$ cat config.mk
export PLATFORM = sky130hd
export DESIGN_NAME = command_interface_host_engine_core
export DESIGN_NICKNAME = d
export VERILOG_FILES = /design/src/hdl/cihe_pkg.sv /design/src/hdl/cihe_engine.sv /design/src/hdl/cihe_out_queue.sv /design/src/hdl/command_interface_host_engine_core.sv
export SDC_FILE = /design/constraint.sdc
export NUM_CORES = 1
export LEC_CHECK = 0
export BUFFER_PORTS_ARGS = -buffer_cell sky130_fd_sc_hd__buf_2
export CORE_MARGIN = 5
export CORE_UTILIZATION = 40
export DETAILED_ROUTE_END_ITERATION = 10
export GPL_ROUTABILITY_DRIVEN = 1
export SYNTH_ARGS = -nofsm -noshare
export SYNTH_HDL_FRONTEND = slang
export SYNTH_SLANG_ARGS = --single-unit
$ cat constraint.sdc
create_clock -name clk -period 14.38 [get_ports clk]
set_input_delay 2.876 -clock clk [delete_from_list [all_inputs] [get_ports clk]]
set_output_delay 2.876 -clock clk [all_outputs]
set_load 0.01 [all_outputs]
$ cat src/hdl/cihe_pkg.sv
// ----------------------------------------------------------------------------
// cihe_pkg
// Types, codes and helper functions shared by the command interface host
// engine modules.
// ----------------------------------------------------------------------------
package cihe_pkg;

  localparam int unsigned REPLY_DEPTH  = 1024;
  localparam int unsigned MAX_COMMAND  = 896;
  localparam int unsigned STATUS_LIMIT = 256;
  localparam int unsigned RC_W         = $clog2(REPLY_DEPTH + 1);
  localparam int unsigned SC_W         = $clog2(STATUS_LIMIT + 2);
  localparam int unsigned QUEUE_DEPTH  = 4;
  localparam int unsigned QPTR_W       = $clog2(QUEUE_DEPTH);
  localparam int unsigned QCNT_W       = $clog2(QUEUE_DEPTH + 1);

  localparam logic [15:0] RESET_TIMEOUT_INIT = 16'd120;

  // Item kinds.
  typedef logic [1:0] cmd_t;
  localparam cmd_t CMD_RESET = 2'd0;
  localparam cmd_t CMD_BYTE  = 2'd1;
  localparam cmd_t CMD_POLL  = 2'd2;

  // Outcome codes.
  typedef logic [2:0] outcome_t;
  localparam outcome_t OC_PENDING  = 3'd0;
  localparam outcome_t OC_DONE     = 3'd1;
  localparam outcome_t OC_TIMEOUT  = 3'd2;
  localparam outcome_t OC_ERROR    = 3'd3;
  localparam outcome_t OC_REJECTED = 3'd4;

  // Device register offsets and control values.
  localparam logic [1:0] REG_CONTROL     = 2'd0;
  localparam logic [1:0] REG_COMMAND     = 2'd1;
  localparam logic [7:0] CTL_ABORT_CLEAR = 8'h0c;
  localparam logic [7:0] CTL_PUSH        = 8'h01;
  localparam logic [7:0] CTL_ACK         = 8'h02;
  localparam logic [7:0] CTL_ABORT       = 8'h04;

  // Status register bit positions.
  localparam int unsigned SB_BUSY   = 0;
  localparam int unsigned SB_ACK    = 1;
  localparam int unsigned SB_ERROR  = 3;
  localparam int unsigned SB_STATUS = 6;
  localparam int unsigned SB_REPLY  = 7;
  localparam logic [1:0]  XFER_LAST = 2'b10;
  localparam logic [7:0]  ASCII_ZERO = 8'h30;
  localparam logic [7:0]  ASCII_NINE = 8'h39;
  localparam logic [7:0]  NO_CODE    = 8'hff;

  typedef enum logic [4:0] {
    STAGE_STOPPED   = 5'b00001,
    STAGE_LOADING   = 5'b00010,
    STAGE_RESETTING = 5'b00100,
    STAGE_REPLY     = 5'b01000,
    STAGE_ACK       = 5'b10000
  } stage_t;

  typedef struct packed {
    cmd_t        cmd;
    logic [15:0] now_ticks;
    logic [7:0]  device_status;
    logic [7:0]  byte_in;
    logic [9:0]  command_length;
    logic [15:0] timeout_ticks;
  } item_t;

  typedef struct packed {
    logic        bus_write;
    logic [1:0]  bus_reg;
    logic [7:0]  bus_value;
    logic        reply_valid;
    logic [7:0]  reply_byte;
    logic        status_text_valid;
    logic [7:0]  status_text_byte;
    outcome_t    outcome;
    logic [7:0]  status_code;
    logic        last;
  } result_t;

  typedef struct packed {
    logic [1:0] count;
    result_t    first;
    result_t    second;
  } push_t;

  function automatic result_t make_result(
    input logic       wr,
    input logic [1:0] bus_reg,
    input logic [7:0] value,
    input logic       rv,
    input logic [7:0] rb,
    input logic       sv,
    input logic [7:0] sb,
    input outcome_t   oc,
    input logic       lst
  );
    result_t r;
    r.bus_write         = wr;
    r.bus_reg           = wr ? bus_reg : 2'd0;
    r.bus_value         = wr ? value : 8'd0;
    r.reply_valid       = rv;
    r.reply_byte        = rv ? rb : 8'd0;
    r.status_text_valid = sv;
    r.status_text_byte  = sv ? sb : 8'd0;
    r.outcome           = oc;
    r.status_code       = NO_CODE;
    r.last              = lst;
    return r;
  endfunction

  function automatic logic is_digit(input logic [7:0] c);
    return (c >= ASCII_ZERO) && (c <= ASCII_NINE);
  endfunction

  // Two leading decimal digits of the status text, or all ones.
  function automatic logic [7:0] status_code_of(
    input logic [SC_W-1:0] count,
    input logic [7:0]      a,
    input logic [7:0]      b
  );
    logic [7:0] da;
    logic [7:0] db;
    da = a - ASCII_ZERO;
    db = b - ASCII_ZERO;
    if (count < SC_W'(2) || !is_digit(a) || !is_digit(b)) begin
      return NO_CODE;
    end
    return 8'((da << 3) + (da << 1) + db);
  endfunction

endpackage

$ cat src/hdl/cihe_engine.sv
// ----------------------------------------------------------------------------
// cihe_engine
// Protocol state and the per-item decision logic. One registered item is
// turned combinationally into one or two result items.
// ----------------------------------------------------------------------------
module cihe_engine (
  input  logic            clk,
  input  logic            rst,
  input  logic            reset_timeout_we,
  input  logic [15:0]     reset_timeout_wdata,
  input  logic            take,
  input  cihe_pkg::item_t item,
  output cihe_pkg::push_t push
);
  import cihe_pkg::*;

  logic [15:0]     reset_timeout;
  stage_t          stage, stage_next;
  logic [15:0]     start_time, start_time_next;
  logic [15:0]     deadline, deadline_next;
  logic            final_part, final_part_next;
  outcome_t        last_outcome, last_outcome_next;
  logic [9:0]      bytes_left, bytes_left_next;
  logic [RC_W-1:0] reply_count, reply_count_next;
  logic [SC_W-1:0] status_count, status_count_next;
  logic [7:0]      first_char, first_char_next;
  logic [7:0]      second_char, second_char_next;

  logic [7:0]  st;
  logic [15:0] elapsed;
  logic [9:0]  bl;
  logic        rejected;
  logic        fail;
  outcome_t    fail_oc;
  logic        fail_sv;
  result_t     r0, r1;
  logic [1:0]  nres;
  logic [7:0]  code;

  assign st      = item.device_status;
  assign elapsed = item.now_ticks - start_time;

  always_comb begin
    stage_next        = stage;
    start_time_next   = start_time;
    deadline_next     = deadline;
    final_part_next   = final_part;
    last_outcome_next = last_outcome;
    bytes_left_next   = bytes_left;
    reply_count_next  = reply_count;
    status_count_next = status_count;
    first_char_next   = first_char;
    second_char_next  = second_char;
    fail     = 1'b0;
    fail_oc  = OC_ERROR;
    fail_sv  = 1'b0;
    nres     = 2'd1;
    bl       = 10'd0;
    rejected = 1'b0;
    r0 = make_result(1'b0, REG_CONTROL, 8'd0, 1'b0, 8'd0, 1'b0, 8'd0, OC_PENDING, 1'b1);
    r1 = r0;

    case (item.cmd)
      CMD_RESET: begin
        stage_next        = STAGE_RESETTING;
        last_outcome_next = OC_PENDING;
        start_time_next   = item.now_ticks;
        deadline_next     = reset_timeout;
        reply_count_next  = '0;
        status_count_next = '0;
        first_char_next   = 8'd0;
        second_char_next  = 8'd0;
        r0 = make_result(st[5:0] != 6'd0, REG_CONTROL, CTL_ABORT_CLEAR,
                         1'b0, 8'd0, 1'b0, 8'd0, OC_PENDING, 1'b1);
      end
      CMD_BYTE: begin
        if (stage == STAGE_STOPPED) begin
          rejected = (item.command_length == 10'd0) ||
                     (item.command_length > 10'(MAX_COMMAND)) ||
                     (st[5:0] != 6'd0);
        end else begin
          rejected = (stage != STAGE_LOADING);
        end
        if (rejected) begin
          r0.outcome = OC_REJECTED;
        end else begin
          bl = bytes_left;
          if (stage == STAGE_STOPPED) begin
            // A new command starts: the length and deadline are taken here.
            reply_count_next  = '0;
            status_count_next = '0;
            first_char_next   = 8'd0;
            second_char_next  = 8'd0;
            last_outcome_next = OC_PENDING;
            deadline_next     = item.timeout_ticks;
            bl                = item.command_length;
          end
          if (bl != 10'd0) begin
            bl = bl - 10'd1;
          end
          bytes_left_next = bl;
          if (bl != 10'd0) begin
            stage_next = STAGE_LOADING;
            r0 = make_result(1'b1, REG_COMMAND, item.byte_in, 1'b0, 8'd0, 1'b0, 8'd0,
                             OC_PENDING, 1'b1);
          end else begin
            stage_next      = STAGE_REPLY;
            start_time_next = item.now_ticks;
            nres            = 2'd2;
            r0 = make_result(1'b1, REG_COMMAND, item.byte_in, 1'b0, 8'd0, 1'b0, 8'd0,
                             OC_PENDING, 1'b0);
            r1 = make_result(1'b1, REG_CONTROL, CTL_PUSH, 1'b0, 8'd0, 1'b0, 8'd0,
                             OC_PENDING, 1'b1);
          end
        end
      end
      default: begin
        if (item.cmd != CMD_POLL || stage == STAGE_STOPPED || stage == STAGE_LOADING) begin
          r0.outcome = (stage == STAGE_LOADING) ? OC_PENDING : last_outcome;
        end else if (elapsed >= deadline) begin
          fail    = 1'b1;
          fail_oc = OC_TIMEOUT;
        end else if (stage == STAGE_RESETTING) begin
          if (st[5:0] == 6'd0) begin
            stage_next        = STAGE_STOPPED;
            last_outcome_next = OC_DONE;
          end
          r0.outcome = last_outcome_next;
        end else if (st[SB_ERROR]) begin
          fail = 1'b1;
        end else if (stage == STAGE_ACK && st[SB_ACK]) begin
          r0.outcome = OC_PENDING;
        end else if (stage == STAGE_ACK && final_part) begin
          if (st[SB_BUSY] == 1'b0 && st[5:4] == 2'b00) begin
            stage_next        = STAGE_STOPPED;
            last_outcome_next = OC_DONE;
          end
          r0.outcome = last_outcome_next;
        end else begin
          // Reply stage, or an acknowledge that has been taken by the device.
          stage_next = STAGE_REPLY;
          if (st[SB_BUSY] || st[5:4] < XFER_LAST) begin
            r0.outcome = OC_PENDING;
          end else begin
            final_part_next = (st[5:4] == XFER_LAST);
            if (st[SB_REPLY]) begin
              if (reply_count >= RC_W'(REPLY_DEPTH)) begin
                fail = 1'b1;
              end else begin
                reply_count_next = reply_count + RC_W'(1);
                r0 = make_result(1'b0, REG_CONTROL, 8'd0, 1'b1, item.byte_in, 1'b0, 8'd0,
                                 OC_PENDING, 1'b1);
              end
            end else if (st[SB_STATUS]) begin
              if (status_count == SC_W'(0)) begin
                first_char_next = item.byte_in;
              end
              if (status_count == SC_W'(1)) begin
                second_char_next = item.byte_in;
              end
              status_count_next = status_count + SC_W'(1);
              if (status_count_next > SC_W'(STATUS_LIMIT)) begin
                fail    = 1'b1;
                fail_sv = 1'b1;
              end else begin
                r0 = make_result(1'b0, REG_CONTROL, 8'd0, 1'b0, 8'd0, 1'b1, item.byte_in,
                                 OC_PENDING, 1'b1);
              end
            end else begin
              stage_next = STAGE_ACK;
              r0 = make_result(1'b1, REG_CONTROL, CTL_ACK, 1'b0, 8'd0, 1'b0, 8'd0,
                               OC_PENDING, 1'b1);
            end
          end
        end
      end
    endcase

    if (fail) begin
      stage_next        = STAGE_STOPPED;
      last_outcome_next = fail_oc;
      r0 = make_result(1'b1, REG_CONTROL, CTL_ABORT, 1'b0, 8'd0, fail_sv, item.byte_in,
                       fail_oc, 1'b1);
    end
  end

  // The status code reflects the capture state after this item.
  assign code = status_code_of(status_count_next, first_char_next, second_char_next);

  always_comb begin
    push        = '0;
    push.count  = take ? nres : 2'd0;
    push.first  = r0;
    push.second = r1;
    push.first.status_code  = code;
    push.second.status_code = code;
  end

  always_ff @(posedge clk) begin
    if (rst) begin
      reset_timeout <= RESET_TIMEOUT_INIT;
    end else if (reset_timeout_we) begin
      reset_timeout <= reset_timeout_wdata;
    end
  end

  always_ff @(posedge clk) begin
    if (rst) begin
      stage        <= STAGE_STOPPED;
      start_time   <= 16'd0;
      deadline     <= 16'd0;
      final_part   <= 1'b0;
      last_outcome <= OC_DONE;
      bytes_left   <= 10'd0;
      reply_count  <= '0;
      status_count <= '0;
      first_char   <= 8'd0;
      second_char  <= 8'd0;
    end else if (take) begin
      stage        <= stage_next;
      start_time   <= start_time_next;
      deadline     <= deadline_next;
      final_part   <= final_part_next;
      last_outcome <= last_outcome_next;
      bytes_left   <= bytes_left_next;
      reply_count  <= reply_count_next;
      status_count <= status_count_next;
      first_char   <= first_char_next;
      second_char  <= second_char_next;
    end
  end

endmodule

$ cat src/hdl/cihe_out_queue.sv
// ----------------------------------------------------------------------------
// cihe_out_queue
// Small result queue. Takes up to two result items per cycle from the engine
// and hands one item per cycle to the output channel while out_ready is high.
// ----------------------------------------------------------------------------
module cihe_out_queue (
  input  logic                          clk,
  input  logic                          rst,
  input  cihe_pkg::push_t               push,
  input  logic                          out_ready,
  output logic                          out_valid,
  output cihe_pkg::result_t             head,
  output logic [cihe_pkg::QCNT_W-1:0]   count
);
  import cihe_pkg::*;

  result_t            slots [QUEUE_DEPTH];
  logic [QPTR_W-1:0]  wr_ptr, rd_ptr;
  logic [QCNT_W-1:0]  count_next;
  logic               pop;

  assign out_valid  = (count != '0);
  assign head       = slots[rd_ptr];
  assign pop        = out_valid && out_ready;
  assign count_next = count + QCNT_W'(push.count) - QCNT_W'(pop);

  always_ff @(posedge clk) begin
    if (push.count != 2'd0) begin
      slots[wr_ptr] <= push.first;
    end
    if (push.count == 2'd2) begin
      slots[wr_ptr + QPTR_W'(1)] <= push.second;
    end
  end

  always_ff @(posedge clk) begin
    if (rst) begin
      wr_ptr <= '0;
      rd_ptr <= '0;
      count  <= '0;
    end else begin
      wr_ptr <= wr_ptr + QPTR_W'(push.count);
      rd_ptr <= rd_ptr + QPTR_W'(pop);
      count  <= count_next;
    end
  end

endmodule

$ cat src/hdl/command_interface_host_engine_core.sv
// ----------------------------------------------------------------------------
// command_interface_host_engine_core
// Host-side engine for a register-based command interface.
// ----------------------------------------------------------------------------
// Usage:
// The input channel (in_valid/in_ready) carries reset, command-byte and poll
// items, each with a status register snapshot and a tick count. The output
// channel (out_valid/out_ready) carries result items: register writes,
// captured reply and status bytes, the outcome and the status code. An item
// yields one result, or two for the final command byte; last marks the final
// one. reset_timeout is written through reset_timeout_we/reset_timeout_wdata;
// the user must write it only while the block is idle; this is not enforced.
// An accepted item is held in the input register; its results are written to
// the result queue and offered from there. One item per cycle is accepted as
// long as the four-entry result queue has room for two results, so items
// with a single result stream at one per cycle and the output port sets the
// rate for two-result items. When the receiver stalls, the queue fills and
// in_ready drops. Reset empties the queue and input register, sets the
// engine to stopped with outcome done and reset_timeout to 120.
// ----------------------------------------------------------------------------
module command_interface_host_engine_core (
  input  logic        clk,
  input  logic        rst,
  input  logic        reset_timeout_we,
  input  logic [15:0] reset_timeout_wdata,
  input  logic        in_valid,
  output logic        in_ready,
  input  logic [1:0]  cmd,
  input  logic [15:0] now_ticks,
  input  logic [7:0]  device_status,
  input  logic [7:0]  byte_in,
  input  logic [9:0]  command_length,
  input  logic [15:0] timeout_ticks,
  output logic        out_valid,
  input  logic        out_ready,
  output logic        bus_write,
  output logic [1:0]  bus_reg,
  output logic [7:0]  bus_value,
  output logic        reply_valid,
  output logic [7:0]  reply_byte,
  output logic        status_text_valid,
  output logic [7:0]  status_text_byte,
  output logic [2:0]  outcome,
  output logic [7:0]  status_code,
  output logic        last
);
  import cihe_pkg::*;

  item_t             item;
  logic              item_valid;
  logic              take;
  push_t             push;
  result_t           head;
  logic [QCNT_W-1:0] q_count;

  // The held item is processed once the queue has room for two results.
  assign take     = item_valid && (q_count <= QCNT_W'(QUEUE_DEPTH - 2));
  assign in_ready = !item_valid || take;

  always_ff @(posedge clk) begin
    if (rst) begin
      item_valid <= 1'b0;
    end else if (in_ready) begin
      item_valid <= in_valid;
    end
  end

  always_ff @(posedge clk) begin
    if (in_valid && in_ready) begin
      item.cmd            <= cmd;
      item.now_ticks      <= now_ticks;
      item.device_status  <= device_status;
      item.byte_in        <= byte_in;
      item.command_length <= command_length;
      item.timeout_ticks  <= timeout_ticks;
    end
  end

  cihe_engine u_engine (
    .clk                 (clk),
    .rst                 (rst),
    .reset_timeout_we    (reset_timeout_we),
    .reset_timeout_wdata (reset_timeout_wdata),
    .take                (take),
    .item                (item),
    .push                (push)
  );

  cihe_out_queue u_queue (
    .clk       (clk),
    .rst       (rst),
    .push      (push),
    .out_ready (out_ready),
    .out_valid (out_valid),
    .head      (head),
    .count     (q_count)
  );

  assign bus_write         = head.bus_write;
  assign bus_reg           = head.bus_reg;
  assign bus_value         = head.bus_value;
  assign reply_valid       = head.reply_valid;
  assign reply_byte        = head.reply_byte;
  assign status_text_valid = head.status_text_valid;
  assign status_text_byte  = head.status_text_byte;
  assign outcome           = head.outcome;
  assign status_code       = head.status_code;
  assign last              = head.last;

  // The queue never holds more than its depth.
  assert property (@(posedge clk) disable iff (rst)
    q_count <= QCNT_W'(QUEUE_DEPTH))
    else $error("result queue overfilled");

  // A result without a register write carries a cleared offset and value.
  assert property (@(posedge clk) disable iff (rst)
    (out_valid && !bus_write) |-> (bus_reg == 2'd0 && bus_value == 8'd0))
    else $error("stale register write fields");

  // The second result of an item is already queued behind the first.
  assert property (@(posedge clk) disable iff (rst)
    (out_valid && out_ready && !last) |=> out_valid)
    else $error("result item missing after non-final result");

  // Nothing is offered right after reset.
  assert property (@(posedge clk)
    $past(rst) |-> !out_valid)
    else $error("result offered after reset");

endmodule

Word level (Yosys, flattened, before mapping)
Memory sizes are Yosys's and may differ from the RTL's. A register that Yosys moved wholly into a read port is not among the register bits.
Index checks and enable logic that the tools add are counted.
{ "totals": {"rom_bits": 0, "mem_count": 1, "elab_cells": 285, "out_inout_bits": 43, "reg_bits": 171, "ram_bits": 164, "inputBits": 81, "latchBits": 0} }
{ "memory_table": {"columns": ["name", "words", "word_bits", "read_ports", "rd_clocked_by_memory_dff", "write_ports", "line_no", "rtl"], "rows": [
  ["u_queue.slots", 4, 41, 1, 1, 2, "cihe_out_queue.sv:17", "result_t slots [QUEUE_DEPTH];"]
]} }
{ "op_classes": {"n_eq_ne": 29, "multipliers": 0, "addsub": 13, "order_cmp": 11, "shifts": 0, "mux": 160, "div_mod_pow": 0, "n_reduce_logical": 40, "bitwise": 10} }
{ "ops": {"columns": ["op", "n"], "rows": [
  ["41-bit 2-to-1 mux", 8],
  ["8-bit 2-to-1 mux", 27],
  ["29-bit 2-to-1 mux", 6],
  ["9-bit 2-to-1 mux", 16],
  ["11-bit 2-to-1 mux", 11],
  ["41-bit one-hot mux with 2 select lines", 1],
  ["5-bit 2-to-1 mux", 13],
  ["16-bit 2-to-1 mux", 4],
  ["16-bit one-hot mux with 2 select lines", 2],
  ["10-bit 2-to-1 mux", 6],
  ["3-bit 2-to-1 mux", 20],
  ["8-bit one-hot mux with 2 select lines", 2],
  ["1-bit 2-to-1 mux", 31],
  ["30-bit 2-to-1 mux", 1],
  ["11-bit one-hot mux with 2 select lines", 1],
  ["21-bit 2-to-1 mux", 1],
  ["3-bit != test (second input constant)", 7],
  ["10-bit nonzero test", 2],
  ["9-bit one-hot mux with 2 select lines", 1],
  ["8-bit adder", 2],
  ["16-bit greater-or-equal comparator", 1],
  ["8-bit by 6-bit greater-or-equal comparator with 1-bit output (second input constant)", 2],
  ["8-bit by 6-bit <= comparator with 1-bit output (second input constant)", 2],
  ["8-bit AND reduction", 2],
  ["55 further kinds", 94]
]} }

Depth between registers and ports, before layout
Gate-level depths: netlist of the first run.
{ "depth": {"word_depth": 19, "depth_mapped": 33, "ltp_nobuf": 32} }

Cells and area by module
From an unflattened synthesis of the first run, not the netlist that was laid out.
{ "hier_totals": {"cells_unflattened": 1520, "area_unflattened_um2": 18131.1} }
{ "modules_own_cells": {"columns": ["mod", "seq_area_each_um2", "cells_each", "n_inst", "area_per_inst_um2"], "rows": [
  ["cihe_out_queue", 5064.9, 443, 1, 8384.3],
  ["cihe_engine", 2062.0, 1007, 1, 7858.8],
  ["command_interface_host_engine_core", 1821.7, 70, 1, 1888.1]
]} }

Worst setup path after synthesis of the first run
OpenSTA, ideal clock, no wires.
{ "synth_path": {"path_kind": "reg-to-reg", "start": "register, netlist name item[42]", "end": "memory u_queue.slots[1][8] (netlist bit) (data pin)", "t_arrival_ns": 6.865, "required_ns": 14.109, "stages_incl_launch_ff": 32, "period_less_slack_ns": 7.136, "path_slack_ns": 7.244, "path_cell_list": "edfxtp_1 -> inv_1 -> ha_1 -> fa_1 -> nor2b_1 -> o21ai_0 -> a21boi_0 -> o21ai_0 -> a21boi_0 -> o2111ai_1 -> a31oi_1 -> o211ai_1 -> ha_1 -> nand3_1 -> nor3_2 -> nand4_1 -> nand3_1 -> clkbuf_1 -> nor3_1 -> a22o_1 -> fa_1 -> fa_1 -> inv_1 -> fa_1 -> inv_1 -> a21o_1 -> a21oi_1 -> xnor2_1 -> xnor2_1 -> xnor3_1 -> a2111oi_2 -> nor2_1"} }
{ "synth_lines": {"columns": ["item", "line_no"], "rows": [
  ["end, declared", "cihe_out_queue.sv:17"]
]} }

==> impl_metrics.py, run 1 <==
metrics = {
    "grt": {
        "grt-ovfl-total": 0,
        "antenna_found_initial": 0,
        "grt_pass1_vias": 12397,
        "grt_use_total": 0.1885,
        "grt_pass1_wl_mm": 68.41,
        "grt_max_degree": 68,
    },
    "power_and_ir_drop": {
        "total_power_mw": 2.679,
        "power_density_mw_per_mm2": 143.2,
        "peakVddDrop_mv": 0.08826,
        "p_leak_nw": 7.043,
    },
    "routing": {
        "drc": 0,
        "drtAntennaViolNets": 0,
        "wl_per_cell_um": 18.65,
        "viasPerCell": 5.560,
        "firstDrtPassIters": 5,
        "drt-initial-drc-count": 1097,
        "vias": 12850,
        "wirelength_mm": 43.11,
    },
    "synthesis": {
        "synth_edf_count": 100,
        "async_reset_ff_frac": 0,
        "synth_cells": 1673,
        "ys_types": 94,
        "synth_top_area_share": 0.2819,
        "synth-main-ff-cell": "dfxtp_1",
        "synth_area_leaders": "dfxtp_1 28%, edfxtp_1 18%, mux4_2 5.5%",
        "syn-cell-area_mm2": 0.01640,
        "ys_seq_area_frac": 0.4650,
        "yosys_warnings": 0,
        "yosys.area.top_type": "dfxtp_1",
        "syn-num-nets": 1813,
        "syn_area_per_cell_um2": 9.804,
        "ys_seq_elements": 331,
    },
    "setup_path": {
        "worstPathRequired_ns": 14.66,
        "worstSetupPathType": "reg -> reg",
        "slowest_delay_ns": 0.85,
        "rrSetupSlack_ns": 6.10,
        "slowest_stage": "nor3_1",
        "crit_arrival_ns": 8.56,
        "worst-path-max-fanout": 16,
        "path_common_cell": "ha_1",
        "cp-start-kind": "register",
        "worst_setup_path_end_kind": "register",
    },
    "status": {
        "status": "completed",
    },
    "min_path": {
        "hold_path.class": "reg -> reg",
    },
    "die": {
        "start_util": 0.4026,
        "die_w_um": 212.5,
        "coreArea_mm2": 0.04074,
        "die_area_mm2": 0.04515,
        "pin_count": 124,
        "rows": 74,
        "dieHeight_um": 212.5,
    },
    "clock_network": {
        "htree_num_levels": 2,
        "clockRootBuffer": "clkbuf_16",
        "postCtsHoldBufs": 0,
        "clock-sinks": 331,
        "worstSkewPairLatency_ns": 0.56,
        "clk_pin_slew_ns": 0.06,
        "cts_tree": "built",
        "cts_buffers": 38,
        "cts_max_path_buffers": 3,
        "post_cts_buffers": 0,
        "cts_resized": 0,
    },
    "placed_design": {
        "port_buffers": 122,
        "gp_congestion": 0.9039,
        "dpl.hpwl_mm": 28.85,
    },
    "run": {
        "maxCapViolCount": 0,
    },
    "timing": {
        "tns_ns": 0,
        "skew_ns": 0.02319,
        "hold_violations": 0,
        "period_needed_ns": 8.281,
        "period_share": 0.5759,
        "max_slew.worst_pin.slew_ns": 1.180,
        "fmax_ghz": 0.1208,
        "max-slew-margin-rel": 0.2131,
        "finalMaxSlewViolations": 0,
        "finalSetupViolCount": 0,
        "rsz0062_at_grt": "false",
        "hold_ws_ns": 0.4479,
    },
    "finish": {
        "diodes": 0,
        "multi_input_area_mm2": 0.008005,
        "nNetsFinal": 1891,
        "regArea_mm2": 0.007630,
        "fillers": 3872,
        "drive_gt1_frac": 0.1625,
        "area_growth_pct": 14.05,
    },
}
cell usage after synthesis, types with 10 or more instances:
master / count
a211oi_1: 21
a21o_1: 10
a21oi_1: 99
a22o_1: 22
a311oi_1: 21
and2_1: 17
buf_1: 10
clkbuf_1: 73
dfxtp_1: 231
edfxtp_1: 100
ha_1: 53
inv_1: 78
mux2i_1: 35
mux4_2: 40
nand2_1: 217
nand2b_1: 11
nand3_1: 51
nand4_1: 14
nor2_1: 157
nor2b_1: 15
nor3_1: 29
nor4_1: 10
o21ai_0: 44
o22ai_1: 76
or3_1: 12
xnor2_1: 25
xor2_1: 10
flip-flops by register name, indices dropped and copies added, names as in the netlist:
signal	cells
item	60
u_engine.reset_timeout	16
u_queue.slots	160
u_engine.bytes_left	10
u_engine.final_part	1
u_queue.count	3
u_engine.start_time	16
u_engine.first_char	8
u_engine.deadline	16
u_engine.status_count	9
u_engine.last_outcome	3
u_queue.rd_ptr	2
item_valid	1
u_engine.stage	5
u_engine.second_char	8
u_engine.reply_count	11
u_queue.wr_ptr	2
logic make-up after synthesis:
kind of cell	share of synthesized area
AO/OA/AOI/OAI	0.1670
flip-flops	0.4650
other	0.0002286
adder cells (fa/ha/maj)	0.04775
AND/OR/NAND/NOR	0.1738
buffers and inverters	0.04745
XOR/XNOR	0.02105
multiplexers	0.07766
cell usage in the layout (no fill, tap or decap), drive strengths merged, types with 48 or more instances in the layout:
cell      n
a21oi   100
buf     143
clkbuf   49
dfxtp   231
edfxtp  100
ha       53
inv      80
nand2   218
nand3    51
nor2    162
o21ai    48
o22ai    76
metrics by stage:
step / setup slack, ns / cell area, um2 / cells / utilization
floorplan: 7.244 / 16400 / 1673 / -
global placement: 6.436 / 17360 / 2243 / 0.4262
detailed placement: 6.231 / 17360 / 2243 / 0.4262
CTS: 6.170 / 18710 / 2311 / 0.4592
global route: 5.447 / 18710 / 2311 / 0.4592
finish: 6.099 / 18710 / 2311 / 0.4592
path summary, 6_finish.rpt:
path,cells past startpoint,from,to
worst max-delay path,31,item[42]$_DFFE_PP_,u_queue.slots[1][8]$_DFFE_PP_
worst min-delay path,2,u_queue.slots[0][0]$_SDFFE_PP1P_,u_queue.slots[0][0]$_SDFFE_PP1P_
worst max register to register,31,item[42]$_DFFE_PP_,u_queue.slots[1][8]$_DFFE_PP_
worst min register to register,2,u_queue.slots[0][0]$_SDFFE_PP1P_,u_queue.slots[0][0]$_SDFFE_PP1P_
critical path: cells and delay by family (launching register included):
kind	cells	cell delay, ns
xor gates and xnor gates	4	0.70
AOI/OAI and AO/OA	13	3.03
adders and majority gates	7	2.19
buffers and inverters	3	0.17
DFF	1	0.33
and+or+nand+nor	4	1.61
where the power goes:
group	switching, mW	internal, mW	total (mW)
logic	0.331	0.226	0.558
clock network	0.392	0.648	1.04
registers	0.0470	1.03	1.08
layer usage:
| layer | global-route usage | up-vias | part of all wire |
|---|---|---|---|
| li1 | - | 6279 | - |
| met1 | 0.2627 | 6139 | 0.45 |
| met2 | 0.3065 | 377 | 0.47 |
| met3 | 0.03438 | 55 | 0.058 |
| met4 | 0.04635 | 0 | 0.020 |
| met5 | 0 | - | 0 |
area by class of cell:
| cell class | count | share of cell area |
|---|---|---|
| inverters | 78 | 0.01565 |
| clock inverters | 19 | 0.01712 |
| repair buffers | 143 | 0.04120 |
| multi-input cells | 1159 | 0.4279 |
| well taps | 532 | 0.03558 |
| clock buffers | 49 | 0.05465 |
| flip-flops and latches | 331 | 0.4079 |
No activity file was read; power rests on OpenSTA's default activity.
==> run 2, diff against run 1 <==
==> constraint.sdc (replaced) <==
create_clock -name clk -period 7.1 [get_ports clk]
set_input_delay 1.42 -clock clk [delete_from_list [all_inputs] [get_ports clk]]
set_output_delay 1.42 -clock clk [all_outputs]
set_load 0.01 [all_outputs]
==> run 2 against run 1 <==
Compared with the run above:
- combinational power grew 120%
- die area is the same
- design area grew 2.5%
- fmax grew 20%
- non-clock buffer count grew 34
- power grew 100%
- critical path type unchanged
- largest cell class unchanged
==> impl_metrics.py, run 2 (synthesized netlist as in run 1, its figures left out) <==
metrics = {
    "timing": {
        "finalSetupViolCount": 0,
        "period_needed_ns": 6.909,
        "max-slew-margin-rel": 0.1764,
        "period_share": 0.9731,
        "fmax_ghz": 0.1447,
        "setup_slack_ns": 0.1909,
        "rsz0062_at_grt": "true",
        "skew_ns": 0.01401,
        "max_slew.worst_pin.slew_ns": 1.235,
        "hold_violations": 0,
        "finalMaxSlewViolations": 0,
    },
    "power_and_ir_drop": {
        "swShare": 0.3026,
        "power_frac_seq": 0.412,
        "p_clk_frac": 0.364,
        "peakVddDrop_mv": 0.1870,
        "power_density_mw_per_mm2": 281.6,
        "p_leak_nw": 7.223,
        "p_switching_mw": 1.633,
        "p_comb_frac": 0.224,
        "total_power_mw": 5.398,
        "p_int_mw": 3.765,
    },
    "finish": {
        "top_regs": "u_queue.slots (160), item (60)",
        "stdcell_count": 2347,
        "area_growth_pct": 16.90,
        "nNetsFinal": 1925,
        "largest_reg_flops": 160,
        "final_common_cell": "dfxtp_1",
        "final_cell_mix": "228 x dfxtp_1, 216 x nand2_1, 153 x nor2_1, 121 x buf_2, 100 x edfxtp_1",
        "largest_register": "u_queue.slots",
        "drive_gt1_frac": 0.2040,
        "fillers": 3776,
    },
    "clock_network": {
        "cts_tree": "built",
        "htree_num_levels": 2,
        "clockRootBuffer": "clkbuf_16",
        "cts_buffers": 38,
        "postCtsHoldBufs": 0,
        "cts_max_path_buffers": 3,
        "clk_pin_slew_ns": 0.06,
        "worstSkewPairLatency_ns": 0.55,
        "clock-sinks": 331,
    },
    "setup_path": {
        "slowest_delay_ns": 0.59,
        "cp-start-kind": "register",
        "worstPathRequired_ns": 7.39,
        "cpLargestDelayFamily": "compound AO/OA/AOI/OAI gates",
        "worst-path-max-fanout": 4,
        "worst_setup_path_end_kind": "register",
        "path_common_cell": "fa_2",
        "worst-path-buf-inv": 6,
        "slowest_stage": "fa_1",
        "worstSetupPathType": "reg -> reg",
        "crit_arrival_ns": 7.20,
    },
    "grt": {
        "grt-ovfl-total": 0,
        "grt_pass1_wl_mm": 68.74,
        "grt_pass1_vias": 12702,
        "grt_max_degree": 69,
        "grt_use_total": 0.1881,
        "antenna_found_initial": 0,
    },
    "routing": {
        "wl_per_cell_um": 18.53,
        "drt-initial-drc-count": 1009,
        "firstDrtPassIters": 5,
        "viasPerCell": 5.560,
        "wirelength_mm": 43.48,
        "drtAntennaViolNets": 0,
        "drc": 0,
        "vias": 13049,
    },
    "placed_design": {
        "dpl.hpwl_mm": 29.16,
        "gp_congestion": 0.8999,
        "port_buffers": 122,
        "pre_cts_ws_ns": -0.2333,
        "dp_cells": 2267,
    },
    "die": {
        "die_w_um": 212.5,
        "die_area_mm2": 0.04515,
        "rows": 74,
        "start_util": 0.4026,
        "dieHeight_um": 212.5,
        "coreArea_mm2": 0.04074,
        "pin_count": 124,
    },
    "status": {
        "status": "completed",
    },
    "run": {
        "maxCapViolCount": 0,
    },
    "min_path": {
        "hold_path.class": "reg -> reg",
    },
}
run 2: cell count changes in the layout (fill, tap and decap cells not counted), sizes merged:
cell	previous run	this run
buf	143	177
bufinv	8	2
clkbuf	49	50
clkinv	8	13
clkinvlp	1	0
diode	0	1
inv	80	82
run 2: power groups by stage:
stage / Clock (mW) / Sequential [mW] / Combinational [mW]
3_3_place_gp: 0 / 2.26 / 1.11
4_1_cts: 2.01 / 2.23 / 1.14
3_5_place_dp: 0 / 2.27 / 1.13
6_report: 1.97 / 2.23 / 1.21
5_1_grt: 2.09 / 2.24 / 1.34
2_1_floorplan: 0 / 2.18 / 0.849
run 2: layout make-up:
type                       count  area (um2)  area share
antenna                        1       2.502   0.0001305
multi-input combinational   1159        8294      0.4326
tap                          532       665.6     0.03472
inverter                      78       292.8     0.01527
clock inverter                19       175.2    0.009136
timing repair buffer         177        1033     0.05390
sequential                   331        7631      0.3980
clock buffer                  50        1079     0.05625
run 2: timing repair:
| action | in CTS | in global routing |
|---|---|---|
| gates resized for setup | 8 | 57 |
| endpoints found under the setup margin | 4 | 4 |
| pin swaps | 5 | 41 |
| buffers inserted | 4 | 6 |
| cloned | 0 | 0 |
run 2: worst reg2reg max path: cells and delay by family (launching register included):
| kind | cells | cell delay, ns |
|---|---|---|
| simple gates | 4 | 0.35 |
| flops | 1 | 0.37 |
| buf+inv | 6 | 0.65 |
| fa+ha+maj | 6 | 2.07 |
| xor+xnor | 3 | 0.62 |
| compound gates | 14 | 2.59 |
run 2: final timing paths:
check,start,endpoint,slack [ns],depth (start not counted)
setup / recovery,item[42]$_DFFE_PP_,u_queue.slots[1][8]$_DFFE_PP_,0.19,33
hold / removal,u_queue.slots[3][0]$_SDFFE_PP1P_,u_queue.slots[3][0]$_SDFFE_PP1P_,0.44,2
setup reg to reg,item[42]$_DFFE_PP_,u_queue.slots[1][8]$_DFFE_PP_,0.19,33
hold reg to reg,u_queue.slots[3][0]$_SDFFE_PP1P_,u_queue.slots[3][0]$_SDFFE_PP1P_,0.44,2
run 2: through the flow:
stage	area [um2]	hold WS (ns)	setup TNS, ns	utilization
after detailed placement	17550	0.4336	-0.8937	0.4308
after CTS	18870	0.4427	0	0.4631
after global placement	17550	0.4299	-0.002405	0.4308
after floorplan	16410	0.4199	0	-
final	19170	0.4448	0	0.4706
after global routing	19170	0.4618	-0.5816	0.4706
run 2: metal layers:
metal,part of all wire,track usage,up-vias,wire length [um]
met5,0,0,-,0
met4,0.025,0.06047,0,1075
met3,0.053,0.03320,65,2326
met2,0.47,0.3070,368,20410
met1,0.45,0.2558,6264,19670
li1,-,-,6352,-
